<file path="config.mk">
export PLATFORM = sky130hd
export DESIGN_NAME = rtm_cell
export DESIGN_NICKNAME = d
export VERILOG_FILES = /design/src/hdl/rtm_pkg.sv /design/src/hdl/rtm_cell.sv
export SDC_FILE = /design/constraint.sdc
export NUM_CORES = 2
export LEC_CHECK = 0
export CAP_MARGIN = 20
export CORE_UTILIZATION = 46
export DETAILED_ROUTE_END_ITERATION = 10
export DONT_BUFFER_PORTS = 1
export HOLD_SLACK_MARGIN = 0.08
export PLACE_DENSITY = 0.61
export SYNTH_ARGS = -nofsm -noshare
export SYNTH_HDL_FRONTEND = slang
export SYNTH_SLANG_ARGS = --single-unit
</file>
<file path="constraint.sdc">
create_clock -name clk -period 15.9 [get_ports clk]
set_input_delay 0.795 -clock clk [delete_from_list [all_inputs] [get_ports clk]]
set_output_delay 0.795 -clock clk [all_outputs]
set_load 0.1 [all_outputs]
</file>
<file path="src/hdl/rtm_pkg.sv">
// rtm_pkg: shared types, constants and the ring weight function for the
// ring template matcher. No dependencies.
`default_nettype none
package rtm_pkg;

    localparam int MAX_WINDOW_DEF = 31;
    localparam int MAX_WIDTH_DEF  = 1024;
    localparam int MAX_HEIGHT_DEF = 1024;

    localparam int CELL_VALUE_W = 15;
    localparam int CENTRE_W     = 10;
    localparam int SCORE_W      = 15;
    localparam int WEIGHT_W     = 5;
    localparam int PART_W       = 8;
    localparam int COL_SUM_W    = 11;
    localparam int GRP_SUM_W    = 14;

    localparam logic [2:0] REG_GRID_WIDTH      = 3'd0;
    localparam logic [2:0] REG_GRID_HEIGHT     = 3'd1;
    localparam logic [2:0] REG_WINDOW_SIZE     = 3'd2;
    localparam logic [2:0] REG_RING_RADIUS_SQ  = 3'd3;
    localparam logic [2:0] REG_OCCUPIED_LIMIT  = 3'd4;
    localparam logic [2:0] REG_SCORE_THRESHOLD = 3'd5;

    localparam logic [10:0] GRID_WIDTH_RST      = 11'd1024;
    localparam logic [10:0] GRID_HEIGHT_RST     = 11'd1024;
    localparam logic [4:0]  WINDOW_SIZE_RST     = 5'd5;
    localparam logic [15:0] RING_RADIUS_SQ_RST  = 16'd64;
    localparam logic [14:0] OCCUPIED_LIMIT_RST  = 15'd16384;
    localparam logic [13:0] SCORE_THRESHOLD_RST = 14'd31;

    typedef struct packed {
        logic                shift;
        logic                cap_part;
        logic                cap_sum;
        logic [4:0]          half;
        logic [15:0]         ring_sq;
    } cell_ctl_t;

    typedef struct packed {
        logic                hit;
        logic [CENTRE_W-1:0] cx;
        logic [CENTRE_W-1:0] cy;
    } meta_t;

    typedef struct packed {
        logic [SCORE_W-1:0]  score;
        logic [CENTRE_W-1:0] cy;
        logic [CENTRE_W-1:0] cx;
    } result_t;

    // weight in tenths for column age a and row offset d, 0 outside the window
    function automatic logic signed [WEIGHT_W-1:0] ring_weight(
        input logic [4:0]  half,
        input logic [15:0] ring_sq,
        input int          a,
        input int          d
    );
        int kk;
        int dx;
        int dy;
        int e;
        kk = 2 * int'(half);
        dx = int'(half) - a;
        dy = int'(half) - d;
        e  = 16 * (dx * dx + dy * dy) - int'(ring_sq);
        if (e < 0)
            e = -e;
        if (a > kk || d > kk)
            return 5'sd0;
        else if (e <= 32)
            return 5'sd10;
        else if (e <= 56)
            return 5'sd8;
        else if (e <= 64)
            return 5'sd5;
        else
            return -5'sd1;
    endfunction

endpackage
`default_nettype wire

</file>
<file path="src/hdl/rtm_cell.sv">
// rtm_cell: one window column of the ring template matcher; holds the column
// bits and its weights, and scores the column. Depends on rtm_pkg.
`default_nettype none
module rtm_cell #(
    parameter int MAX_WINDOW = 31,
    parameter int AGE        = 0
) (
    input  wire                                 clk,
    input  rtm_pkg::cell_ctl_t                  ctl,
    input  wire  [MAX_WINDOW-1:0]               col_in,
    output logic [MAX_WINDOW-1:0]               col_out,
    output logic signed [rtm_pkg::COL_SUM_W-1:0] col_sum
);
    import rtm_pkg::*;

    localparam int NG = (MAX_WINDOW + 7) / 8;

    logic [MAX_WINDOW-1:0]             col_reg;
    logic signed [WEIGHT_W-1:0]        weight_reg [MAX_WINDOW];
    logic signed [PART_W-1:0]          part_next  [NG];
    logic signed [PART_W-1:0]          part_reg   [NG];
    logic signed [COL_SUM_W-1:0]       sum_next;
    logic signed [COL_SUM_W-1:0]       sum_reg;

    always_ff @(posedge clk)
    begin
        for (int d = 0; d < MAX_WINDOW; d++)
            weight_reg[d] <= ring_weight(ctl.half, ctl.ring_sq, AGE, d);
        if (ctl.shift)
            col_reg <= col_in;
        if (ctl.cap_part)
            part_reg <= part_next;
        if (ctl.cap_sum)
            sum_reg <= sum_next;
    end

    always_comb
    begin
        int d;
        for (int g = 0; g < NG; g++)
        begin
            part_next[g] = '0;
            for (int i = 0; i < 8; i++)
            begin
                d = g * 8 + i;
                if (d < MAX_WINDOW && col_reg[d])
                    part_next[g] = part_next[g] + PART_W'(weight_reg[d]);
            end
        end
    end

    always_comb
    begin
        sum_next = '0;
        for (int g = 0; g < NG; g++)
            sum_next = sum_next + COL_SUM_W'(part_reg[g]);
    end

    assign col_out = col_reg;
    assign col_sum = sum_reg;
endmodule
`default_nettype wire

</file>
=== Word level (Yosys, flattened, before mapping) ===
Memories as Yosys holds them, arrays and structs flattened.
Cells that the tools add are included.

* Register bits: 74
* Memory bits (writable): 155
* Input bits: 56
* Logic and storage cells: 562
* Memories: 1

{| class="wikitable"
|+ Memory list
! name !! words !! width !! rd ports !! clocked after Yosys merged registers in !! wr ports !! RTL line !! text
|-
| weight_reg || 31 || 5 || 31 || 0 || 31 || rtm_cell.sv:19 || <nowiki>logic signed [WEIGHT_W-1:0] weight_reg [MAX_WINDOW];</nowiki>
|}

* $add $sub $neg: 153
* Multiply operators: 31
* Order comparisons: 155
* Multiplexer cells: 186
* Reduce and logical (&&, ||, !) cells: 30

{| class="wikitable"
|+ Operators with widths
! operator !! count
|-
| 32-bit by 7-bit less-or-equal comparator with 1-bit output (second input constant) || 62
|-
| 32-bit by 8-bit less-or-equal comparator with 1-bit output (second input constant) || 31
|-
| 32-bit two-way mux || 31
|-
| 32-bit by 1-bit < comparator with 1-bit output (second input constant) || 30
|-
| 32-bit negator || 30
|-
| 32-bit by 17-bit subtractor with 32-bit output || 30
|-
| 5-bit two-way mux || 124
|-
| 11-bit by 12-bit adder with 13-bit output || 30
|-
| 6-bit by 6-bit multiplier with 12-bit output || 30
|-
| 8-bit two-way mux || 31
|-
| 8-bit by 5-bit adder with 8-bit output || 27
|-
| 5-bit by 6-bit greater-than comparator with 1-bit output (first input constant) || 15
|-
| 5-bit by 5-bit subtractor with 6-bit output (second input constant) || 15
|-
| 4-bit by 6-bit greater-than comparator with 1-bit output (first input constant) || 8
|-
| 5-bit by 4-bit subtractor with 6-bit output (second input constant) || 8
|-
| 18-bit negator with 32-bit output || 1
|-
| 1-bit logical OR || 30
|-
| 28-bit adder || 1
|-
| 3-bit by 6-bit greater-than comparator with 1-bit output (first input constant) || 4
|-
| 5-bit by 3-bit subtractor with 6-bit output (second input constant) || 4
|-
| 18-bit by 1-bit < comparator with 1-bit output (second input constant) || 1
|-
| 17-bit by 17-bit subtractor with 18-bit output || 1
|-
| 1-bit by 6-bit greater-than comparator with 1-bit output (first input constant) || 2
|-
| 2-bit by 6-bit greater-than comparator with 1-bit output (first input constant) || 2
|-
| 6 further kinds || 7
|}

=== Longest topological paths before layout ===
* Depth in word-level cells: 15
* Depth in mapped cells: 43
* Mapped depth without buffers: 43

=== Worst setup path after synthesis ===
OpenSTA, ideal clock, no wires.

* Kind: input port to flip-flop
* Start: input port ctl[20] (netlist name)
* End: memory weight_reg[11][1] (netlist: weight_reg[0][56])
* Data arrival time: 10.875 ns
* Setup slack: 4.886 ns
* Stages: 32
* Cells stage by stage: buf_1 buf_1 buf_1 nand2_1 fa_1 fa_1 inv_1 ha_1 a31o_2 ha_1 a21oi_1 xnor2_1 ha_1 fa_1 inv_1 fa_1 inv_1 ha_1 a21o_1 a21oi_1 xnor2_1 ha_1 clkbuf_1 a211o_1 a2111oi_0 nor4_1 a311o_1 nand3_1 clkbuf_1 o2111ai_1 a221oi_1 a21oi_1

{| class="wikitable"
|+ RTL lines
! element !! RTL line !! text
|-
| start: declaration || rtm_cell.sv:9 || <nowiki>input rtm_pkg::cell_ctl_t ctl,</nowiki>
|-
| end: declaration || rtm_cell.sv:19 ||
|}

==> flow_summary.json <==
{
  "grt.met1_usage_pct": 45.7,
  "top_usage_layer": "met2",
  "cts.sinks": 198,
  "synth.cell_area_um2": 83800,
  "global_route.usage.met3_pct": 4.97,
  "synth_largest_type_area_fraction_pct": 20.7,
  "wl_mm": 314,
  "fin_tns_setup_ps": 0,
  "clkTransAtPathRegs_ps": 100,
  "report.final.hold_viol_count": 0,
  "synth_cells": 10800,
  "r2r_slack_ps": 7100,
  "post-route-period-util_pct": 67.5,
  "pre_cts_ws_ps": 4920,
  "timing.setup.critical_path_class": "input pin to register",
  "floorplan.die_area_um2": 184000,
  "fmax_ghz": 0.0932,
  "crit_top_cell": "sky130_fd_sc_hd__a21oi_1",
  "worstHoldStart": "col_in[26]",
  "gp_congestion": 1.01,
  "num-nets-final": 12700,
  "core_region_um2": 181000,
  "first_pass_grt_wire_length_mm": 463,
  "detail_route.iter0.violations": 8035,
  "final_max_slew_viol_count": 0,
  "globalRoute.totalOverflow": 0,
  "worst_slew_margin_rel_pct": 18.4,
  "timing.hold.worst_endpoint": "col_out[26]",
  "vias_in_the_first_global_route": 74300,
  "setup.worst_path.end_class": "register",
  "max_cap_violation_count": 0,
  "outcome": "finished, final reports clean",
  "crit-reg2reg-launch": "col_out[0]",
  "worst_skew_pair.late_latency_ps": 530,
  "postSynth.asyncResetShare_pct": 0,
  "setup_viol": 0,
  "cts.root.buffer_cell": "sky130_fd_sc_hd__clkbuf_16",
  "start_util_pct": 46.3,
  "detail_placement_hpwl_mm": 259,
  "track_usage_pct": 33.2,
  "chipHeight_um": 429,
  "final.min_clock_period_ps": 10730,
  "postCtsResizedCells": 0,
  "timing.hold.worst.class": "input pin to register",
  "critPathLaunchType": "input pin",
  "number_of_detailed_routing_iterations_run_before_antenna_repair": 6,
  "die_w_um": 429,
  "syn_to_final_growth_pct": 4.71,
  "fillerInstances": 17800,
  "synth_top_cells_by_area": "sky130_fd_sc_hd__fa_1, sky130_fd_sc_hd__ha_1, sky130_fd_sc_hd__inv_1",
  "synth-edff-count": 74,
  "timing.critical_path.arrival_ps": 11140,
  "largest_reg_flops": 124,
  "worstRegToRegCells": 39,
  "fin_skew_ps": 18.5,
  "pin_count": 98,
  "synth.distinct_cells": 119,
  "cts_tree": "done",
  "rows": 156,
  "yosysSeqAreaShare_pct": 5.61,
  "post_route_cells_drive_above_1_share_pct": 4.71,
  "cts-buffers-inserted": 17,
  "postSynthAreaPerCell_um2": 7.79,
  "postCtsHoldBufs": 0,
  "grt_antenna_before_repair": 14,
  "leading_area_contributor_after_synthesis": "sky130_fd_sc_hd__fa_1",
  "worst-path-max-fanout": 35,
  "hold-path-cell-count": 0,
  "regToRegEndpoint": "part_reg[31]",
  "number_of_register_bits_inferred_by_synthesis": 198,
  "most_common_cell_after_layout_fill_and_taps_aside": "sky130_fd_sc_hd__inv_1",
  "unrepaired_setup_endpoints_after_global_routing": "no",
  "worst_path_largest_cell_delay_ps": 980,
  "synth.yosys.warnings": 0,
  "io_buffers": 0,
  "htree_levels": 4,
  "slew_of_the_pin_with_the_lowest_slew_margin_ps": 1210,
  "route.vias.total": 78000,
  "fin_ws_ps": 5170,
  "clockBufferDepth": 2,
  "commonest_cells_after_routing_fill_and_taps_aside": "sky130_fd_sc_hd__inv_1, sky130_fd_sc_hd__ha_1, sky130_fd_sc_hd__fa_1",
  "routedWlPerCell_um": 24.0,
  "cp_data_required_time_ps": 16310,
  "crit_slowest_cell": "sky130_fd_sc_hd__and2_0",
  "final_design_area_no_fill_um2": 87800,
  "detailed_place.area_um2": 87000,
  "dominantRegCellSynth": "sky130_fd_sc_hd__dfxtp_1",
  "number_of_setup_buffers_added_after_cts": 0,
  "met2_usage_pct": 51.2,
  "ant_nets": 0,
  "largest_net_degree_at_the_start_of_global_routing": 68,
  "avgViaCountPerCell": 5.98,
  "drc_errors": 0,
  "synth_nets": 12800
}
==> cells in the mapped netlist (22+ instances only) <==
cell,n
sky130_fd_sc_hd__and3_1,56
sky130_fd_sc_hd__xnor2_1,676
sky130_fd_sc_hd__dfxtp_1,124
sky130_fd_sc_hd__a21oi_1,812
sky130_fd_sc_hd__mux2_2,98
sky130_fd_sc_hd__nand2b_1,97
sky130_fd_sc_hd__a2111oi_0,26
sky130_fd_sc_hd__a31oi_1,103
sky130_fd_sc_hd__nor2_1,720
sky130_fd_sc_hd__a21boi_0,35
sky130_fd_sc_hd__nor3b_1,25
sky130_fd_sc_hd__nor4_1,60
sky130_fd_sc_hd__o41ai_1,25
sky130_fd_sc_hd__a211o_1,30
sky130_fd_sc_hd__o211ai_1,54
sky130_fd_sc_hd__clkbuf_1,246
sky130_fd_sc_hd__nand2_1,747
sky130_fd_sc_hd__nand4_1,56
sky130_fd_sc_hd__inv_1,1997
sky130_fd_sc_hd__fa_1,866
sky130_fd_sc_hd__nor2b_1,124
sky130_fd_sc_hd__edfxtp_1,74
sky130_fd_sc_hd__or3_1,62
sky130_fd_sc_hd__ha_1,1102
sky130_fd_sc_hd__nor3_1,205
sky130_fd_sc_hd__o2111ai_1,26
sky130_fd_sc_hd__o21ai_0,453
sky130_fd_sc_hd__a21o_1,249
sky130_fd_sc_hd__o22ai_1,54
sky130_fd_sc_hd__xor2_1,188
sky130_fd_sc_hd__or2_2,75
sky130_fd_sc_hd__mux2i_1,54
sky130_fd_sc_hd__o21bai_1,138
sky130_fd_sc_hd__o31ai_1,67
sky130_fd_sc_hd__or4_1,26
sky130_fd_sc_hd__o21a_1,103
sky130_fd_sc_hd__a211oi_1,76
sky130_fd_sc_hd__nand3_1,183
sky130_fd_sc_hd__and2_1,94
sky130_fd_sc_hd__buf_1,22
==> critical path: cells and delay by family <==
family          cells  cell delay [ps]
fa+ha+maj           7             3660
compound gates     13             2710
simple gates        3             2060
buf+inv             9             1650
xor+xnor            1              130
==> how the worst max path moves through the flow <==
stage | startpoint | cells past startpoint | end | slack [ps]
after floorplan | ctl[20] | 32 | weight_reg[0][56] | 4890
after global placement | ctl[16] | 33 | weight_reg[0][48] | 4780
after detailed placement | ctl[20] | 33 | weight_reg[0][23] | 4920
after CTS | ctl[20] | 33 | weight_reg[0][23] | 5490
after global routing | ctl[20] | 33 | weight_reg[0][23] | 4700
final | ctl[20] | 33 | weight_reg[0][23] | 5170
==> cells by family (layout without fill, tap and decap cells) <==
logic type | Yosys count | after routing | share of synthesized area [%]
buffers and inverters | 2309 | 2222 | 10.4
AO/OA/AOI/OAI | 2609 | 2609 | 20.3
adder cells (fa/ha/maj) | 1968 | 1968 | 37.1
other | 0 | 6 | 0
AND/OR/NAND/NOR | 2658 | 2658 | 15.4
flip-flops | 198 | 198 | 5.61
multiplexers | 153 | 153 | 1.98
XOR/XNOR | 867 | 867 | 9.09
==> metrics by stage <==
stage	utilization [%]	hold slack (ps)	cells
3_5_place_dp	48.1	593	13000
5_1_grt	48.5	327	13000
2_1_floorplan	-	526	10800
4_1_cts	48.5	322	13000
3_3_place_gp	48.1	592	13000
6_report	48.5	349	13100
==> metal layers <==
| layer | part of all wire [%] | vias up | routed length [um] |
|---|---|---|---|
| li1 | - | 36100 | - |
| met1 | 44 | 37900 | 137000 |
| met2 | 43 | 3373 | 134000 |
| met3 | 8.3 | 621 | 26100 |
| met4 | 5.2 | 12 | 16300 |
| met5 | 0.022 | - | 69 |
==> layout make-up <==
type                       count  area, um^2  share of cell area (%)
timing repair buffer         176        1340                    1.53
clock buffer                  17         425                   0.485
clock inverter                15         229                   0.261
antenna                        6        15.0                  0.0171
inverter                    2014        7560                    8.61
tap                         2370        2970                    3.38
multi-input combinational   8255       70500                    80.4
sequential                   198        4700                    5.36
Power is not shown: default switching activity piles up to over one toggle a cycle in this logic, so the estimate is an artifact.
